**config.mk**
```make
export PLATFORM = sky130hd
export DESIGN_NAME = ape_ram
export DESIGN_NICKNAME = d
export VERILOG_FILES = /design/src/ape_ram.sv
export SDC_FILE = /design/constraint.sdc
export NUM_CORES = 2
export LEC_CHECK = 0
export BUFFER_PORTS_ARGS = -buffer_cell sky130_fd_sc_hd__buf_2
export CAP_MARGIN = 10
export CELL_PAD_IN_SITES_DETAIL_PLACEMENT = 1
export CELL_PAD_IN_SITES_GLOBAL_PLACEMENT = 2
export CORE_MARGIN = 2
export CORE_UTILIZATION = 47
export CTS_CLUSTER_DIAMETER = 120
export DETAILED_ROUTE_END_ITERATION = 8
export PLACE_DENSITY = 0.83
export REMOVE_ABC_BUFFERS = 1
export SYNTH_ARGS = -nofsm -noshare
export SYNTH_HDL_FRONTEND = slang
export SYNTH_SLANG_ARGS = --single-unit
export TNS_END_PERCENT = 10
```
**constraint.sdc**
```tcl
create_clock -name i_clk -period 3.75 [get_ports i_clk]
set_clock_uncertainty 0.05 [all_clocks]
set_input_delay 0.75 -clock i_clk [delete_from_list [all_inputs] [get_ports i_clk]]
set_output_delay 0.75 -clock i_clk [all_outputs]
set_load 0.02 [all_outputs]
```
**src/ape_ram.sv**
```systemverilog
// Generic simple dual-port RAM with one write port and a registered read port.
// Standalone; holds the per-pair channel estimates of the equalizer.

module ape_ram #(
    parameter int WIDTH = 32,
    parameter int DEPTH = 128
) (
    input  logic                     i_clk,
    input  logic                     i_we,
    input  logic [$clog2(DEPTH)-1:0] i_waddr,
    input  logic [WIDTH-1:0]         i_wdata,
    input  logic                     i_re,
    input  logic [$clog2(DEPTH)-1:0] i_raddr,
    output logic [WIDTH-1:0]         o_rdata
);

    logic [WIDTH-1:0] r_mem [DEPTH];
    logic [WIDTH-1:0] r_rdata;

    always_ff @(posedge i_clk) begin
        if (i_we) begin
            r_mem[i_waddr] <= i_wdata;
        end
        if (i_re) begin
            r_rdata <= r_mem[i_raddr];
        end
    end

    assign o_rdata = r_rdata;

endmodule

```
==> metrics.md <==
| Metric | Value |
|---|---|
| H-Tree Level Count | 5 |
| CTS root buf | clkbuf_16 |
| Final setup violation count | 0 |
| Clock Latency Late Sink | 950 ps |
| Post-place setup slack | -471 ps |
| Worst hold slack | 198 ps |
| Site Rows | 211 |
| PwrDens | 534 nW/um^2 |
| IR drop worst, VDD | 380 uV |
| Final max-slew violation count | 0 |
| Period utilisation layout | 88.8% |
| Grt ovf | 0 |
| Critical Path Max Stage Delay | 680 ps |
| DRC | 0 |
| Status | finished, final reports clean |
| Post_cts resized | 0 |
| Design area | 181000 um^2 |
| Minimum clock period | 3330 ps |
| Initial Utilization | 47.3% |
| Worst path most repeated cell | mux4_2 |
| Most frequent cells in the layout | edfxtp_1 (4128), mux4_2 (1344), clkbuf_16 (397) |
| Buf/Inv on CP | 4 |
| Width of the chip | 581 um |
| Hold-fix buffers, CTS | 0 |
| Top-Level Pins | 81 |
| Postcts setup bufs | 0 |
| Worst-Margin Slew | 1340 ps |
| DRT Pass-1 Iters | 6 |
| Synth Register Bits | 4128 |
| Most common cell after layout, fill and taps aside | edfxtp_1 |
| Synth cell types | 16 |
| Setup TNS | 0 ps |
| Clk sinks | 4128 |
| Final RePlAce weighted congestion | 0.821 |
| Setup crit end kind | flop |
| Clock Pin Slew Worst Setup and Hold Paths | 60 ps |
| Avg WL per Cell | 42.2 um |
| Inserted Clock Buffers | 390 |
| Starting DRT DRC Count | 13208 |
| Dpl hpwl | 253000 um |
| First-pass GRT wire length | 663000 um |
| Max-cap viol count | 0 |
| Hold WC Path Type | input port to flop |
| Slew headroom | 10.7% |
| Final Core Density | 54.8% |
| CP startpoint kind | input port |
| DRT Wirelength | 481000 um |
| Fin. Hold Viols | 0 |
| Ratio of cells with drive above 1 in the final layout | 37.8% |
| RSZ-0062 raised after global routing | false |
| Cells after synthesis | 5990 |
| Syn Area/Cell | 26.1 um^2 |
| Antenna violations before repair | 77 |
| Setup ws final | 418 ps |
| Required @ worst endpoint | 4360 ps |
| CTS tree | yes |
| Area grow syn2layout | 15.9% |
| CTS Buffer Depth | 4 |
| Synth Cell Area | 157000 um^2 |
| Die area | 338000 um^2 |
| Ys Warns | 0 |
| CP arrival | 3940 ps |
| Pleak | 0.0558 uW |
| Critical path, cell by cell | buf_12 > buf_4 > buf_12 > buf_4 > mux4_2 > mux4_2 > mux4_2 > mux2_2 |
| Layout net count | 6690 |
| Core ar. | 331000 um^2 |
| Vias/cell | 6.78 |
| DRT antenna net count | 0 |
| Total track usage | 28.5% |
| Via Count | 77224 |
| Post-synthesis sequential area ratio | 79.2% |
| Delay-heaviest family, CP | multiplexers |
| Number of global-route vias before repair | 79911 |
| Worst-path maximum fanout | 20 |
| Max frequency | 0.300 GHz |
| IO Port Bufs | 80 |
| Die H | 581 um |
| DP Area | 169000 um^2 |
| Critical path class | input port to flop |
| Worst path slowest cell | mux4_2 |
| Largest net degree at the start of global routing | 129 |
Yosys cell counts:
cell,instances,share of area (%)
buf_1,50,0.12
buf_2,79,0.25
buf_4,3,0.014
buf_6,2,0.014
clkbuf_1,182,0.44
edfxtp_1,4128,79
mux2_2,32,0.23
mux4_2,1344,19
nand2_1,14,0.034
nand2b_1,2,0.0080
nand3_1,12,0.038
nand4_1,3,0.012
nor2_1,122,0.29
nor2b_1,7,0.028
nor3_1,9,0.029
or3_1,1,0.0040
path summary, 6_finish.rpt:
kind                                start                       to  slack (ps)  cells past startpoint
setup / recovery               i_raddr[0]    o_rdata[19]$_DFFE_PP_         420                      8
hold / removal                 i_wdata[3]  r_mem[119][3]$_DFFE_PP_         200                      1
setup reg to reg  r_mem[86][31]$_DFFE_PP_    o_rdata[31]$_DFFE_PP_         810                      4
hold reg to reg   r_mem[86][18]$_DFFE_PP_    o_rdata[18]$_DFFE_PP_        1190                      4
kinds of logic (layout without fill, tap and decap cells):
family,Yosys count,after routing,share of synthesized area [%]
other cells,0,67,0
mux,1376,1376,19.6
buf+inv,316,1276,0.837
flops,4128,4128,79.2
simple gates,170,170,0.445
per-layer routing:
layer | GRT usage [%] | wire [um] | vias to the layer above | share of wire, %
li1 | - | - | 27780 | -
met1 | 36.4 | 161000 | 41474 | 34
met5 | 0 | 303 | - | 0.063
met3 | 7.97 | 63000 | 1151 | 13
met2 | 45.0 | 230000 | 6769 | 48
met4 | 14.5 | 26300 | 50 | 5.5
where the power goes:
| part | internal (uW) | leakage, uW | switching, uW | total, uW |
|---|---|---|---|---|
| Sequential | 51000 | 0.0371 | 178 | 51200 |
| Clock | 22600 | 0.00615 | 17500 | 40200 |
| Combinational | 2120 | 0.0125 | 3320 | 5440 |
| Total | 75800 | 0.0558 | 21000 | 96800 |
area by class of cell:
| class | instances | area [um^2] |
|---|---|---|
| Tap cell | 4366 | 5460 |
| Clock buffer | 462 | 10200 |
| Antenna cell | 67 | 168 |
| Sequential cell | 4128 | 124000 |
| Timing Repair Buffer | 575 | 7010 |
| Multi-Input combinational cell | 1546 | 32300 |
| Clock inverter | 239 | 2390 |
| Fill cell | 27357 | 150000 |
stage by stage:
step                      cells  total power, uW
after floorplan            5674            54000
after global placement    10613            57200
after detailed placement  10613            57400
after CTS                 11314            96900
after global routing      11355            98500
final                     11383            96800
state kept, by name, summed over array words and instances (netlist names):
name and cells:
r_mem 4096, o_rdata 32
(Power assumes the default switching activity.)
