## config.mk

```make
export PLATFORM = sky130hd
export DESIGN_NAME = ape_combine
export DESIGN_NICKNAME = d
export VERILOG_FILES = /design/src/ape_pkg.sv /design/src/ape_combine.sv
export SDC_FILE = /design/constraint.sdc
export NUM_CORES = 1
export LEC_CHECK = 0
export ABC_AREA = 0
export BUFFER_PORTS_ARGS = -buffer_cell sky130_fd_sc_hd__clkbuf_2
export CORE_AREA = 2 2 288 290
export DETAILED_ROUTE_END_ITERATION = 10
export DIE_AREA = 0 0 290 292
export GPL_TIMING_DRIVEN = 0
export PLACE_DENSITY = 0.57
export REMOVE_ABC_BUFFERS = 1
export SETUP_SLACK_MARGIN = 0.05
export SYNTH_ARGS = -nofsm -noshare
export SYNTH_HDL_FRONTEND = slang
export SYNTH_SLANG_ARGS = --single-unit
```

## constraint.sdc

```tcl
create_clock -name i_clk -period 8.5 [get_ports i_clk]
set_clock_uncertainty 0.2 [all_clocks]
set_input_delay 1.7 -clock i_clk [delete_from_list [all_inputs] [get_ports i_clk]]
set_output_delay 1.7 -clock i_clk [all_outputs]
set_load 0.01 [all_outputs]
```

## src/ape_pkg.sv

```systemverilog
// Shared types, field widths and constants of the Alamouti pair equalizer.
// Used by ape_products, ape_combine, ape_round and the top level; depends on nothing else.

package ape_pkg;

    localparam int SAMPLE_W   = 16;
    localparam int PAIR_W     = 7;
    localparam int MARKER_W   = 2;
    localparam int PROD_W     = 2 * SAMPLE_W;
    // Four exact Q2.30 products summed need two more bits.
    localparam int LANE_W     = PROD_W + 2;
    // Common Q.30 domain ahead of rounding: lane << 14 or lane * 23170.
    localparam int SCALED_W   = LANE_W + 15;
    localparam int IN_DATA_W  = 136;
    localparam int OUT_DATA_W = 72;

    localparam logic [MARKER_W-1:0] MARKER_NORMAL = 2'd0;
    localparam logic [MARKER_W-1:0] MARKER_HALVE  = 2'd1;

    // 1/sqrt(2) in Q1.15.
    localparam logic signed [SAMPLE_W-1:0] INV_SQRT2_Q15 = 16'sd23170;

    typedef logic signed [SAMPLE_W-1:0] t_sample;
    typedef logic signed [LANE_W-1:0]   t_lane;
    typedef logic signed [SCALED_W-1:0] t_scaled;

    typedef struct packed {
        t_sample re;
        t_sample im;
    } t_cplx;

    // Partial products of one complex multiply x*h.
    typedef struct packed {
        logic signed [PROD_W-1:0] rr;
        logic signed [PROD_W-1:0] ii;
        logic signed [PROD_W-1:0] ri;
        logic signed [PROD_W-1:0] ir;
    } t_cprod;

    typedef struct packed {
        logic [PAIR_W-1:0] pair;
        logic              in_range;
        logic              halve;
        logic              pilot;
    } t_ctrl;

    // Pilot pairs are those whose even carrier is 24, 44, 64, 84, 124, 144, 164 or 184.
    function automatic logic is_pilot_pair(input logic [PAIR_W-1:0] p);
        return p inside {7'd12, 7'd22, 7'd32, 7'd42, 7'd62, 7'd72, 7'd82, 7'd92};
    endfunction

endpackage

```

## src/ape_combine.sv

```systemverilog
// Third pipeline stage: sums the partial products into the four output lanes
// for normal and pilot pairs; halved frame-start pairs are shifted. Uses ape_pkg.

module ape_combine (
    input  logic            i_clk,
    input  logic            i_en,
    input  ape_pkg::t_ctrl  i_ctrl,
    input  ape_pkg::t_cplx  i_x0,
    input  ape_pkg::t_cplx  i_x1,
    input  ape_pkg::t_cprod i_a,
    input  ape_pkg::t_cprod i_b,
    input  ape_pkg::t_cprod i_c,
    input  ape_pkg::t_cprod i_d,
    output ape_pkg::t_ctrl  o_ctrl,
    output ape_pkg::t_lane  o_lane [4]
);

    import ape_pkg::*;

    t_lane n_lane [4];
    t_lane r_lane [4];
    t_ctrl r_ctrl;

    // Lanes are in Q.30 with a later shift of 16: halved samples enter as x << 15.
    always_comb begin
        if (!i_ctrl.in_range) begin
            for (int i = 0; i < 4; i++) begin
                n_lane[i] = '0;
            end
        end else if (i_ctrl.halve) begin
            n_lane[0] = t_lane'(i_x0.re) <<< 15;
            n_lane[1] = t_lane'(i_x0.im) <<< 15;
            n_lane[2] = t_lane'(i_x1.re) <<< 15;
            n_lane[3] = t_lane'(i_x1.im) <<< 15;
        end else if (i_ctrl.pilot) begin
            n_lane[0] = t_lane'(i_a.rr) - t_lane'(i_a.ii);
            n_lane[1] = t_lane'(i_a.ri) + t_lane'(i_a.ir);
            n_lane[2] = t_lane'(i_b.ii) - t_lane'(i_b.rr);
            n_lane[3] = t_lane'(i_b.ri) + t_lane'(i_b.ir);
        end else begin
            n_lane[0] = t_lane'(i_a.rr) - t_lane'(i_a.ii)
                      + t_lane'(i_d.rr) - t_lane'(i_d.ii);
            n_lane[1] = t_lane'(i_a.ri) + t_lane'(i_a.ir)
                      - t_lane'(i_d.ri) - t_lane'(i_d.ir);
            n_lane[2] = t_lane'(i_c.rr) - t_lane'(i_c.ii)
                      - t_lane'(i_b.rr) + t_lane'(i_b.ii);
            n_lane[3] = t_lane'(i_c.ri) + t_lane'(i_c.ir)
                      + t_lane'(i_b.ri) + t_lane'(i_b.ir);
        end
    end

    always_ff @(posedge i_clk) begin
        if (i_en) begin
            r_ctrl <= i_ctrl;
            r_lane <= n_lane;
        end
    end

    assign o_ctrl = r_ctrl;
    assign o_lane = r_lane;

endmodule

```

==> run metrics <==
status=finished clean; post_cts resized=0; DPL Wire Length=82150 um; critical path capture point type=register; post-route ant nets=0; nets@finish=4519; Comb power frac=a little under 70%; post-synthesis cell type count=86; static leakage=~14 nW; share of layout cells above drive strength 1=between 20% and 30%; GP Congestion=0.9268; leading post-synthesis cells by cell area=edfxtp_1, fa_1, ha_1, a21oi_1, inv_1; Final period util=90.52%; worst-path cell chain=clkbuf_2 -> ha_1 -> fa_1 -> a211oi_1 -> o21ai_1 -> a2111o_1 -> a2111o_1 -> nand2_1 -> o21bai_1 -> a21oi_1 -> xnor2_1 -> fa_1 -> ha_1 -> and3_1 -> o211ai_1 -> or3_1 -> o21ai_1 -> a31oi_1 -> o21a_1 -> o21ai_1 -> xnor2_1 -> o21ai_0; global-route wire length before repair=144800 um; sequential area share after synthesis=a little under a fifth; pwr/cell area=about 190 mW/mm^2; # DRC=0; Slew headroom=a little under a tenth; 1st-iter DRT viols=1716; Power Internal=2.944 mW; Root Driver=clkbuf_16; CTS tree=built; Avg Inst Size Synth=8.678 um^2; max-slew violation count=0; most used cell, CP=o21ai_1; initial core utilization=29.72%; Vias=roughly 24000; drt total wl=a little under 100000 um; worst hold-check path type=input port to register; EDFF count, synth=about 150; CP Class=input port to register; RSZ-0062 raised after global routing=no; clk buf depth=2; Tmin final=between 7 and 8 ns; final setup fails=0; synthesized flop and latch total=146; post-synth top area share=18.08%; Max Freq=130.0 MHz; die width=a little under 300 um; area delta synth->final=22.83%; transition time of the tightest slew-check pin=roughly 1.4 ns; H-tree depth=4; Data arrival, critical path=roughly 7.7 ns; total gr overflow=0; DR WL/cell=21.72 um; gr usage total=22.82%; number of global-route vias before repair=23194; Post-CTS Hold Buffers=0; Post-synth ARST share=0%; vias per cell=~5.2; initial antenna violation count=23; most frequent cells in the layout=clkbuf_2, inv_1, a21oi_1; pin count of the biggest net entering global routing=82; switch share=48.81%; Crit path required time=8.50 ns; Max Cap Viol=0; critical path's slowest cell=fa_1; Design Area, Final=0.02978 mm^2; cells after synthesis=2794; Site Rows=105; final hold slack=approximately 1.2 ns; io pins=roughly 730; Flop pwr share=16.4%; commonest non-fill, non-tap cell in the layout=clkbuf_2; Sink Count=~150; die footprint=0.08468 mm^2; Peak supply drop=~0.16 mV; clk slew on worst S/H paths=0.08 ns; Clk pwr share=14.4%; CP Max Fanout=6; final hold viol count=0; sw power=about 2.8 mW; Main synth FF type=edfxtp_1; core area=0.08158 mm^2; Die H=292 um; post-CTS setup repair buffer count=0; dpl cell area=0.02918 mm^2; Startpoint Class=input port; CTS buffer count=17; 1st-pass router iterations=5; worst stage delay on the critical path=0.52 ns; yosys warns=0; Synth area leader=edfxtp_1; Synth Cell Area=roughly 0.024 mm^2; PortBufs=between 700 and 800
[area by class of cell]
cell class / instances / area (um^2)
fillers: 8597 / 51800
multi-input cells: 2252 / 18400
flip-flops and latches: 146 / 4384
repair buffers: 742 / 3891
well taps: 1070 / 1339
inverters: 310 / 1169
clock buffers: 17 / 425.4
clock inverters: 15 / 135.1
diodes: 15 / 37.54
[Yosys cell counts, types with 7 or more instances]
cell,count
o31ai_1,12
or2_2,8
or3_1,11
xnor2_1,126
nand3_1,37
fa_1,200
mux2i_1,11
a31oi_1,28
nor2_1,211
nand2b_1,29
inv_1,307
nor3_1,34
o211ai_1,28
a211oi_1,36
and2_1,13
a221oi_1,7
o221ai_1,22
o21a_1,26
ha_1,262
edfxtp_1,146
nor4_1,9
a221o_1,9
a21o_1,126
o21ai_0,135
and3_1,30
o22ai_1,9
a41oi_1,8
o31a_1,8
nand4_1,37
a211o_1,7
clkbuf_1,78
xor2_1,88
and4_1,7
o21bai_1,33
nor2b_1,33
o21ai_1,28
nand2_1,172
a21oi_1,295
o211a_1,12
[flip-flops by register name (all words and copies together), names as in the netlist]
register and flops:
o_lane 136, o_ctrl 10
[metal layers]
| layer | wire, um | up-vias | track usage, % |
|---|---|---|---|
| li1 | - | 11414 | - |
| met1 | 43360 | 11394 | 30.08 |
| met4 | 2531 | 12 | 7.914 |
| met2 | 46390 | 932 | 37.15 |
| met5 | 72 | - | 0 |
| met3 | 6857 | 116 | 4.575 |
[power by group through the flow]
stage | registers (mW) | logic (mW) | clock network [mW]
floorplan | 1.00 | 2.74 | 0
global placement | 0.965 | 3.90 | 0
detailed placement | 0.959 | 3.93 | 0
CTS | 0.945 | 3.95 | 0.849
global route | 0.952 | 4.42 | 0.870
finish | 0.945 | 3.98 | 0.827
[logic make-up (layout without fill, tap and decap cells)]
group           count (synthesis)  count (layout)  synth area share (%)
compound gates                922             922                 25.09
simple gates                  642             642                 12.41
fa+ha+maj                     462             462                 30.03
buf+inv                       396            1084                 6.151
xor+xnor                      214             214                 7.730
flops                         146             146                 18.08
mux                            12              12                0.5006
other cells                     0              15                     0
[through the flow]
stage          util, %  TNS [ns]  total power [mW]  instances  setup slack, ns
3_3_place_gp     35.46   -106.50             4.869       4511           -3.229
5_1_grt          36.50         0             6.238       4566           0.4432
4_1_cts          36.46         0             5.744       4552           0.9179
6_report         36.50         0             5.751       4567           0.8055
3_5_place_dp     35.77         0             4.886       4520           0.3866
2_1_floorplan        -         0             3.737       2708            1.692
[path summary, 6_finish.rpt]
check  cells past startpoint  startpoint                        end
min                        1   i_ctrl[5]        o_ctrl[5]$_DFFE_PP_
max                       22     i_a[32]  o_lane[100]$_SDFFCE_PN0P_
[worst max-delay path, delay by kind of cell]
kind / cells / cell delay (ns)
buffers and inverters: 1 / 0.11
and+or+nand+nor: 3 / 0.72
xor gates and xnor gates: 2 / 0.46
adders and majority gates: 4 / 1.57
AOI/OAI and AO/OA: 12 / 3.13
No activity file was read; power rests on OpenSTA's default activity.
