$ cat config.mk
export PLATFORM = sky130hd
export DESIGN_NAME = ape_round
export DESIGN_NICKNAME = d
export VERILOG_FILES = /design/src/ape_pkg.sv /design/src/ape_round.sv
export SDC_FILE = /design/constraint.sdc
export NUM_CORES = 1
export LEC_CHECK = 0
export BUFFER_PORTS_ARGS = -buffer_cell sky130_fd_sc_hd__buf_2
export CORE_MARGIN = 1
export CORE_UTILIZATION = 55
export CTS_BUF_LIST = sky130_fd_sc_hd__clkbuf_8
export CTS_CLUSTER_SIZE = 40
export DETAILED_ROUTE_END_ITERATION = 10
export HOLD_SLACK_MARGIN = 0.12
export PLACE_DENSITY = 0.75
export SLEW_MARGIN = 10
export SYNTH_ARGS = -nofsm -noshare
export SYNTH_HDL_FRONTEND = slang
export SYNTH_SLANG_ARGS = --single-unit
export TNS_END_PERCENT = 10
$ cat constraint.sdc
create_clock -name i_clk -period 5.2 [get_ports i_clk]
set_clock_uncertainty 0.1 [all_clocks]
set_input_delay 0.52 -clock i_clk [delete_from_list [all_inputs] [get_ports i_clk]]
set_output_delay 0.52 -clock i_clk [all_outputs]
set_load 0.01 [all_outputs]
$ cat src/ape_pkg.sv
// Shared types, field widths and constants of the Alamouti pair equalizer.
// Used by ape_products, ape_combine, ape_round and the top level; depends on nothing else.

package ape_pkg;

    localparam int SAMPLE_W   = 16;
    localparam int PAIR_W     = 7;
    localparam int MARKER_W   = 2;
    localparam int PROD_W     = 2 * SAMPLE_W;
    // Four exact Q2.30 products summed need two more bits.
    localparam int LANE_W     = PROD_W + 2;
    // Common Q.30 domain ahead of rounding: lane << 14 or lane * 23170.
    localparam int SCALED_W   = LANE_W + 15;
    localparam int IN_DATA_W  = 136;
    localparam int OUT_DATA_W = 72;

    localparam logic [MARKER_W-1:0] MARKER_NORMAL = 2'd0;
    localparam logic [MARKER_W-1:0] MARKER_HALVE  = 2'd1;

    // 1/sqrt(2) in Q1.15.
    localparam logic signed [SAMPLE_W-1:0] INV_SQRT2_Q15 = 16'sd23170;

    typedef logic signed [SAMPLE_W-1:0] t_sample;
    typedef logic signed [LANE_W-1:0]   t_lane;
    typedef logic signed [SCALED_W-1:0] t_scaled;

    typedef struct packed {
        t_sample re;
        t_sample im;
    } t_cplx;

    // Partial products of one complex multiply x*h.
    typedef struct packed {
        logic signed [PROD_W-1:0] rr;
        logic signed [PROD_W-1:0] ii;
        logic signed [PROD_W-1:0] ri;
        logic signed [PROD_W-1:0] ir;
    } t_cprod;

    typedef struct packed {
        logic [PAIR_W-1:0] pair;
        logic              in_range;
        logic              halve;
        logic              pilot;
    } t_ctrl;

    // Pilot pairs are those whose even carrier is 24, 44, 64, 84, 124, 144, 164 or 184.
    function automatic logic is_pilot_pair(input logic [PAIR_W-1:0] p);
        return p inside {7'd12, 7'd22, 7'd32, 7'd42, 7'd62, 7'd72, 7'd82, 7'd92};
    endfunction

endpackage

$ cat src/ape_round.sv
// Fourth and fifth pipeline stages: brings every lane into one Q.30 domain
// (the odd pilot lanes through the 1/sqrt2 multiply), then rounds half up and
// saturates to Q1.15 into the output register. Uses ape_pkg.

module ape_round (
    input  logic                          i_clk,
    input  logic                          i_en_scale,
    input  logic                          i_en_out,
    input  ape_pkg::t_ctrl                i_ctrl,
    input  ape_pkg::t_lane                i_lane [4],
    output logic [ape_pkg::PAIR_W-1:0]    o_pair,
    output ape_pkg::t_sample              o_sample [4]
);

    import ape_pkg::*;

    function automatic t_sample round_sat(input t_scaled w);
        t_scaled t;
        t_scaled q;
        t = w + (t_scaled'(1) <<< 29);
        q = t >>> 30;
        if (q > t_scaled'(32767)) begin
            return 16'sh7fff;
        end else if (q < -t_scaled'(32768)) begin
            return 16'sh8000;
        end else begin
            return q[SAMPLE_W-1:0];
        end
    endfunction

    logic             scale_odd;
    t_scaled          n_w [4];
    t_scaled          r_w [4];
    logic [PAIR_W-1:0] r_pair4;
    logic [PAIR_W-1:0] r_pair;
    t_sample          r_out [4];

    assign scale_odd = i_ctrl.pilot && !i_ctrl.halve;

    always_comb begin
        for (int i = 0; i < 4; i++) begin
            if (i >= 2 && scale_odd) begin
                n_w[i] = t_scaled'(i_lane[i]) * t_scaled'(INV_SQRT2_Q15);
            end else begin
                n_w[i] = t_scaled'(i_lane[i]) <<< 14;
            end
        end
    end

    always_ff @(posedge i_clk) begin
        if (i_en_scale) begin
            r_pair4 <= i_ctrl.pair;
            r_w     <= n_w;
        end
        if (i_en_out) begin
            r_pair <= r_pair4;
            for (int i = 0; i < 4; i++) begin
                r_out[i] <= round_sat(r_w[i]);
            end
        end
    end

    assign o_pair   = r_pair;
    assign o_sample = r_out;

endmodule

==> metrics.cfg, run 1 <==
[status]
outcome=finished with violations
violations=negative setup slack

[routing]
post_drt_via_cell_ratio=5.47
drt_iter0_drc=928
drc=0
drtAntennaViolNets=0
dr.pass1.iters=5
num_vias=16700
wl_per_cell_um=17.8
routed_wl_mm=54.1

[floorplan]
num_rows=72
core_area_um2=38600
die_w_um=200
num_io_pins=220
fp.dieArea_um2=40000
die_h_um=200
start_util_pct=55.8

[place]
hpwlAfterDp_mm=43.3
dp_slack_ps=-697
routabilityCongestion=0.960
placed_cells=2972
port_buffers=188

[synth]
yosysSeqAreaShare_pct=21.7
ys_seq_elements=156
synth_top_flop_cell=edfxtp_1
synth_fp_nets=2878
syn_inst=2015
synth_edf_count=156
synth.avg_cell_area_um2=10.7
synth_cell_types=65
yosys_warnings=0
netlist_area_um2=21500
async_reset_ff_share_pct=0

[critical_path]
critical_path.top_delay_family=adder cells
arrival_ps=5480
crit_path_max_incr_delay_ps=570
crit_type=input port to flip-flop
start_kind=input port
required_ps=5420
crit_path_end_kind=flip-flop
path_buf_inv=5
cp_slowest_cell=fa_1
cp_max_fo=5
crit_chain=clkbuf_4, ha_1, inv_1, fa_1, inv_1, fa_1, fa_1, fa_1, ha_4, ha_4, nand4_1, buf_4, nor3_1, nand4_1, a21boi_2, o221ai_2, buf_4, or4_1, nand3_1
crit_path_frequent_cell=fa_1

[timing]
drv_slew=0
worst_pin_slew_ps=1110
fin_ws_ps=-60.2
setup_viol=4
setup_tns_ps=-129
slew_headroom_pct=25.9
hold_viol_final=0
post-route-min-period_ps=5260
min_period_over_period_pct=101
rsz0062_at_grt=yes
timing.fmax_ghz=0.190

[clock_network]
cts-root-buf=clkbuf_8
clk_pin_slew_ps=80
cts_htree_levels=4
cts_tree=done
cts_sinks=156
clock_latency_ps=470
numCtsBuffers=17
clockBufferDepth=2

[pwr]
total_leakage_power_nw=13.1
finalPower_w=0.0185
peakVddDrop_mv=0.530
p_per_area_nw_per_um2=684

[cells_and_area]
drive_above_1_share_pct=25.5
instances_no_fill=3044
fill_cells=2652
syn_to_final_growth_pct=25.5
n_antenna_cell=0
seqCellArea_um2=4680
fin_nets=3376
multiInputGateArea_um2=16400

[worst_hold_path]
hp-class=input port to flip-flop

[grt]
grt_max_degree=86
grt_pass1_wl_mm=82.5
overflow=0
grt_pass1_vias=17100
grt_usage_pct=26.2
antenna_found_initial=0

[job]
cap_violations=0

state kept, by name, summed over array words and instances (netlist names):
register,count
r_pair4,7
r_w,78
o_pair,7
o_sample,64
where the power goes:
group          internal (W)  switching (W)  leakage (nW)  total, W
combinational       0.00784        0.00780          11.4    0.0156
clock              0.000435       0.000495         0.202  0.000930
sequential          0.00174       0.000199          1.52   0.00194
total                0.0100        0.00850          13.1    0.0185
final timing paths:
path                     from      endpoint  slack [ps]  cells after the start
setup reg to reg     r_w[128]  o_sample[36]        2100                      9
hold reg to reg    r_pair4[6]     o_pair[6]         330                      0
hold / removal    i_lane[135]      r_w[194]         150                      1
setup / recovery   i_lane[51]       r_w[95]         -60                     19
repair_timing:
| action | 4_1_cts | 5_1_grt |
|---|---|---|
| hold endpoints to repair | 31 | 5 |
| endpoints found under the setup margin | 22 | 32 |
| resized for setup | 31 | 123 |
| hold buffers | 31 | 5 |
| setup buffers | 1 | 3 |
| pin swaps | 17 | 102 |
per-layer routing:
metal	up-vias	share of wire (%)	routed length (um)	track usage, %
li1	7943	-	-	-
met1	8158	43	23200	35.1
met2	453	50	26900	44.7
met3	98	4.5	2460	3.01
met4	0	2.7	1450	8.11
met5	-	0	0	0
cells in the mapped netlist (8+ instances only):
| cell type | number | area (um^2) |
|---|---|---|
| ha_1 | 452 | 5660 |
| xnor2_1 | 36 | 315 |
| inv_1 | 377 | 1420 |
| a21o_1 | 28 | 210 |
| and4_1 | 17 | 149 |
| o31ai_1 | 8 | 60.1 |
| fa_1 | 262 | 5250 |
| nor3_1 | 12 | 60.1 |
| a21oi_1 | 68 | 340 |
| nor2_1 | 56 | 210 |
| nand4_1 | 29 | 181 |
| xor2_1 | 47 | 412 |
| nand2_1 | 110 | 413 |
| o21ai_0 | 116 | 581 |
| and3_1 | 25 | 156 |
| a211oi_1 | 11 | 82.6 |
| edfxtp_1 | 156 | 4680 |
| a31oi_1 | 14 | 87.6 |
| clkbuf_1 | 22 | 82.6 |
| o21a_1 | 9 | 67.6 |
| o2111ai_1 | 9 | 78.8 |
| nand3_1 | 49 | 245 |
cell usage in the layout, fill, tap and decap left out, types with 11 or more instances in the layout:
cell / Yosys / layout
nand3_1: 49 / 48
nand4_1: 29 / 29
clkbuf_4: 0 / 13
o21ai_0: 116 / 103
xnor2_1: 36 / 36
xor2_1: 47 / 47
buf_4: 0 / 283
clkbuf_8: 0 / 17
a21oi_1: 68 / 56
a21oi_2: 0 / 11
edfxtp_1: 156 / 156
ha_1: 452 / 391
buf_2: 3 / 169
ha_4: 0 / 54
and4_1: 17 / 16
nor2_1: 56 / 53
nand2_1: 110 / 109
dlygate4sd3_1: 0 / 36
and3_1: 25 / 24
fa_1: 262 / 253
inv_1: 377 / 374
nor3_1: 12 / 12
a21o_1: 28 / 28
cell type report:
class / count / share of cell area (%)
repair buffers: 507 / 13.0
well taps: 518 / 2.40
multi-input cells: 1454 / 60.6
clock inverters: 15 / 0.597
inverters: 377 / 5.23
clock buffers: 17 / 0.865
flip-flops and latches: 156 / 17.3
metrics by stage:
stage	util (%)	cell area [um^2]	hold slack (ps)
2_1_floorplan	-	21800	300
6_report	70.0	27000	148
5_1_grt	70.0	27000	115
4_1_cts	68.1	26300	121
3_3_place_gp	65.7	25400	301
3_5_place_dp	65.7	25400	307
cell families (layout without fill, tap and decap cells):
logic type / count (synthesis) / count (layout) / share of synthesized area [%]
xor+xnor: 83 / 83 / 3.37
compound gates: 315 / 315 / 9.13
buf+inv: 405 / 916 / 7.09
fa+ha+maj: 714 / 714 / 50.6
simple gates: 339 / 339 / 7.94
flops: 156 / 156 / 21.7
mux: 3 / 3 / 0.139
Note: power is estimated with default switching activity, not from simulation.
==> run 2, diff against run 1 <==
--- a/config.mk
+++ b/config.mk
@@ -7,12 +7,12 @@
 export LEC_CHECK = 0
 export BUFFER_PORTS_ARGS = -buffer_cell sky130_fd_sc_hd__buf_2
 export CORE_MARGIN = 1
-export CORE_UTILIZATION = 55
+export CORE_UTILIZATION = 50
 export CTS_BUF_LIST = sky130_fd_sc_hd__clkbuf_8
 export CTS_CLUSTER_SIZE = 40
 export DETAILED_ROUTE_END_ITERATION = 10
 export HOLD_SLACK_MARGIN = 0.12
-export PLACE_DENSITY = 0.75
+export PLACE_DENSITY_LB_ADDON = 0.08
 export SLEW_MARGIN = 10
 export SYNTH_ARGS = -nofsm -noshare
 export SYNTH_HDL_FRONTEND = slang
==> run 2 against run 1 <==
- the run still ends with negative setup slack left
- first-iteration DRC count fell by 19%
- critical path type unchanged
- register-to-register slack got worse by 60 ps
- count of clock-buffer cells in the layout did not move
- die area rose by 9.9%
- global-route usage fell by 1.7 points
- largest power group unchanged
- highest routed layer unchanged
- worst setup slack improved by 10 ps
- sequential share of layout area rose by 0.060 points
==> metrics.cfg, run 2 (synthesis gave the netlist of run 1 again) <==
[cells_and_area]
largest_reg_flops=78
drive_above_1_share_pct=24.7
fill_cells=3444
fin_nets=3385
layout_common_cells=ha_1 (407), inv_1 (375), buf_4 (290), fa_1 (260), buf_2 (175)
final_core_util_pct=63.8
syn_to_final_growth_pct=25.1
final_common_cell=ha_1
top_register=r_w

[routing]
post_drt_via_cell_ratio=5.27
drt_iter0_drc=749
drtAntennaViolNets=0
wl_per_cell_um=16.9
dr.pass1.iters=5
num_vias=16200
drc=0
routed_wl_mm=52.1

[timing]
post-route-min-period_ps=5250
timing.fmax_ghz=0.190
setup_viol=3
hold-worst-slack_ps=174
min_period_over_period_pct=101
hold_viol_final=0
slew_headroom_pct=36.3
rsz0062_at_grt=yes
drv_slew=0
fin_ws_ps=-49.9
worst_pin_slew_ps=951

[clock_network]
cts_htree_levels=4
clk_pin_slew_ps=100
cts-root-buf=clkbuf_8
clock_latency_ps=470
numCtsBuffers=17
clockBufferDepth=2
cts_sinks=156
cts_tree=done

[critical_path]
crit_type=input port to flip-flop
crit_path_max_incr_delay_ps=510
start_kind=input port
cp_slowest_cell=fa_1
crit_path_end_kind=flip-flop
arrival_ps=5500
required_ps=5450
crit_path_frequent_cell=fa_1
crit_chain=buf_2, ha_1, inv_1, fa_1, inv_1, fa_1, fa_1, fa_1, ha_1, ha_4, a211o_1, o22ai_2, nor2_1, a22oi_2, a31oi_4, o41a_1, or4b_1, nand3_1
cp_max_fo=7

[status]
violations=negative setup slack
outcome=finished with violations

[floorplan]
start_util_pct=51.0
core_area_um2=42200
die_w_um=210
num_io_pins=220
fp.dieArea_um2=43900
die_h_um=210
num_rows=75

[worst_hold_path]
hp-class=input port to flip-flop

[job]
cap_violations=0

[grt]
grt_pass1_wl_mm=85.6
overflow=0
grt_pass1_vias=17100
grt_max_degree=72
grt_usage_pct=24.6
antenna_found_initial=2

[place]
hpwlAfterDp_mm=44.5
port_buffers=188
routabilityCongestion=0.894

[pwr]
peakVddDrop_mv=0.467
p_per_area_nw_per_um2=657
total_leakage_power_nw=13.2

[run 2: report_power, final]
group          switching, W  total, W  internal, W  leakage (nW)
Combinational       0.00739    0.0148      0.00745          11.5
Sequential         0.000202   0.00194      0.00174          1.52
Clock              0.000560  0.000926     0.000367         0.197
[run 2: final cells by class]
| class | instances | area [um^2] | area share, % |
|---|---|---|---|
| Antenna cell | 1 | 2.50 | 0.00928 |
| Clock buffer | 17 | 234 | 0.868 |
| Clock inverter | 15 | 169 | 0.627 |
| Inverter | 377 | 1420 | 5.25 |
| Multi-Input combinational cell | 1454 | 16200 | 60.1 |
| Sequential cell | 156 | 4680 | 17.4 |
| Tap cell | 539 | 674 | 2.50 |
| Timing Repair Buffer | 516 | 3580 | 13.3 |
[run 2: final timing paths]
check | start | end | slack (ps) | cells past startpoint
worst max-delay path | i_lane[17] | r_w[47] | -50 | 18
worst min-delay path | i_lane[133] | r_w[192] | 170 | 1
worst max register to register | r_w[127] | o_sample[33] | 2040 | 9
worst min register to register | r_pair4[3] | o_pair[3] | 330 | 0
[run 2: routing by layer]
metal / GRT usage [%] / routed length, um / part of all wire (%) / vias to the layer above
met1: 34.1 / 24200 / 46 / 7921
li1: - / - / - / 7948
met5: 0 / 0 / 0 / -
met3: 2.96 / 1730 / 3.3 / 48
met4: 5.91 / 1100 / 2.1 / 0
met2: 41.1 / 25100 / 48 / 292
[run 2: worst max-delay path, delay by kind of cell]
| family | cells | cell delay (ps) |
|---|---|---|
| buf+inv | 3 | 270 |
| compound gates | 5 | 1310 |
| fa+ha+maj | 7 | 2740 |
| simple gates | 3 | 650 |
[run 2: per-stage QoR]
step	TNS [ps]	std cells	setup slack [ps]	power [W]	area, um^2
finish	-94.9	3075	-49.9	0.0177	27000
CTS	-44.9	3075	-26.2	0.0167	26500
global placement	-15630	3001	-602	0.0152	25500
detailed placement	-16990	3001	-716	0.0153	25500
global route	-2050	3075	-222	0.0196	27000
floorplan	-936	2015	-153	0.0104	21800
[run 2: what timing repair did]
item / CTS / global route
endpoints found under the hold margin: 39 / 0
pin swaps: 22 / 49
endpoints found under the setup margin: 14 / 32
resized for setup: 28 / 81
buffers inserted: 3 / 1
hold buffers: 39 / 0
==> run 3, diff against run 2 <==
==> constraint.sdc (replaced) <==
create_clock -name i_clk -period 5.15 [get_ports i_clk]
set_clock_uncertainty 0.1 [all_clocks]
set_input_delay 0.515 -clock i_clk [delete_from_list [all_inputs] [get_ports i_clk]]
set_output_delay 0.515 -clock i_clk [all_outputs]
set_load 0.01 [all_outputs]
==> run 3 against run 2 <==
- the flow still finishes with violations (negative setup slack)
- utilization up 0.83 points
- die area stayed put
- clock power rose by 3.9%
- first-iteration DRC count grew 3.5%
- register-to-register slack got worse by 20 ps
- sequential cell count did not move
- cell count grew 0.13%
- critical path depth is 2 higher
- worst hold slack worse by 17 ps
- sequential power about the same
- highest routed layer unchanged
==> metrics.cfg, run 3 (synthesis gave the netlist of run 1 again) <==
[status]
outcome=finished with violations
violations=negative setup slack

[place]
port_buffers=188
routabilityCongestion=0.897
hpwlAfterDp_mm=44.1
postPlaceCellArea_um2=25500

[floorplan]
fp.dieArea_um2=43900
start_util_pct=51.0
num_rows=75
die_w_um=210
die_h_um=210
num_io_pins=220
core_area_um2=42200

[timing]
min_period_over_period_pct=101
worst_pin_slew_ps=968
rsz0062_at_grt=yes
post-route-min-period_ps=5200
setup_viol=4
fin_ws_ps=-54.1
drv_slew=0
timing.fmax_ghz=0.192
slew_headroom_pct=35.5
hold_viol_final=0

[critical_path]
cp_max_fo=6
start_kind=input port
arrival_ps=5340
crit_path_max_incr_delay_ps=560
critical_path.top_delay_family=adder cells
crit_chain=buf_4, ha_1, inv_1, fa_1, inv_1, fa_1, fa_1, fa_1, ha_4, ha_4, nand4_1, buf_4, buf_4, nor3_2, nand4_1, a211oi_2, buf_4, nor2_4, o2111a_1, a221o_1
cp_slowest_cell=fa_1
required_ps=5280
crit_path_end_kind=flip-flop
crit_type=input port to flip-flop
path_buf_inv=6

[routing]
routed_wl_mm=52.0
drtAntennaViolNets=0
dr.pass1.iters=5
met1Wirelength_mm=24.1
drc=0
top_layer=met4
met3WireLength_mm=1.83
wl_met2_mm=25.1
post_drt_via_cell_ratio=5.28
num_vias=16300
drt_iter0_drc=775
wl_per_cell_um=16.9

[cells_and_area]
fin_nets=3388
final_cell_area_um2=27300
layout_common_cells=ha_1 (385), inv_1 (370), buf_4 (304), fa_1 (257), buf_2 (165)
syn_to_final_growth_pct=26.7
final_common_cell=ha_1
largest_reg_flops=78
top_register=r_w
fill_cells=3382
seqCellArea_um2=4680
drive_above_1_share_pct=26.0
final_core_util_pct=64.7
multiInputGateArea_um2=16400

[pwr]
finalPower_w=0.0184
total_leakage_power_nw=13.2
peakVddDrop_mv=0.419
p_per_area_nw_per_um2=673

[grt]
grt_usage_pct=24.4
grt_pass1_vias=17000
grt_pass1_wl_mm=85.0
overflow=0
grt_max_degree=72
antenna_found_initial=3

[clock_network]
cts_tree=done
numCtsBuffers=17
cts_sinks=156
clockBufferDepth=2
cts_htree_levels=4
clock_latency_ps=480
cts-root-buf=clkbuf_8
clk_pin_slew_ps=110

[worst_hold_path]
hp-class=input port to flip-flop

[job]
cap_violations=0

==> run 3: cell types whose count changed in the layout (fill, tap and decap cells not counted), sizes merged, moves of 2 or more <==
| cell | previous run | this run |
|---|---|---|
| buf | 473 | 480 |
| dlygate4sd3 | 39 | 37 |
| inv | 386 | 383 |
| clkinvlp | 2 | 0 |
| clkbuf | 21 | 19 |
| clkinv | 4 | 9 |
==> run 3: metal layers <==
metal | vias up | GRT usage [%]
met5 | - | 0
met4 | 0 | 5.03
met3 | 43 | 2.29
li1 | 7960 | -
met1 | 7948 | 34.0
met2 | 300 | 41.3
==> run 3: final timing paths <==
check            endpoint  depth (start not counted)   startpoint  slack (ps)
max               r_w[90]                         20   i_lane[48]         -50
min              r_w[176]                          1  i_lane[117]         160
max reg2reg  o_sample[44]                          9     r_w[128]        2020
min reg2reg     o_pair[2]                          0   r_pair4[2]         320
==> run 3: timing repair <==
action	in CTS	in global routing
setup buffers	2	5
pin swaps	52	79
hold buffers	36	1
resized for setup	59	107
setup endpoints to repair	19	32
endpoints found under the hold margin	36	1
==> run 3: through the flow <==
stage | hold WS [ps] | TNS (ps) | setup slack (ps) | instances
global route | 122 | -2020 | -185 | 3079
CTS | 123 | -76.3 | -32.3 | 3072
finish | 157 | -139 | -54.1 | 3079
detailed placement | 305 | -18480 | -690 | 3002
floorplan | 300 | -1480 | -198 | 2015
global placement | 303 | -17510 | -667 | 3002
==> run 3: worst reg2reg max path, delay by kind of cell, from the launching register on <==
family / cells / cell delay (ps)
compound gates: 4 / 1120
simple gates: 4 / 1010
flops: 1 / 410
fa+ha+maj: 1 / 210
==> run 3: final cells by class <==
class | count | area share (%)
antenna | 2 | 0.0183
clock buffer | 17 | 0.857
clock inverter | 15 | 0.710
inverter | 377 | 5.18
multi-input combinational | 1454 | 60.2
sequential | 156 | 17.2
tap | 539 | 2.47
timing repair buffer | 519 | 13.4
==> run 3: power by group <==
part           internal (W)  switching [W]  total [W]  leakage, nW
clock              0.000379       0.000583   0.000962        0.212
combinational       0.00787        0.00757     0.0154         11.5
sequential          0.00176       0.000202    0.00196         1.52
total                0.0100        0.00836     0.0184         13.2
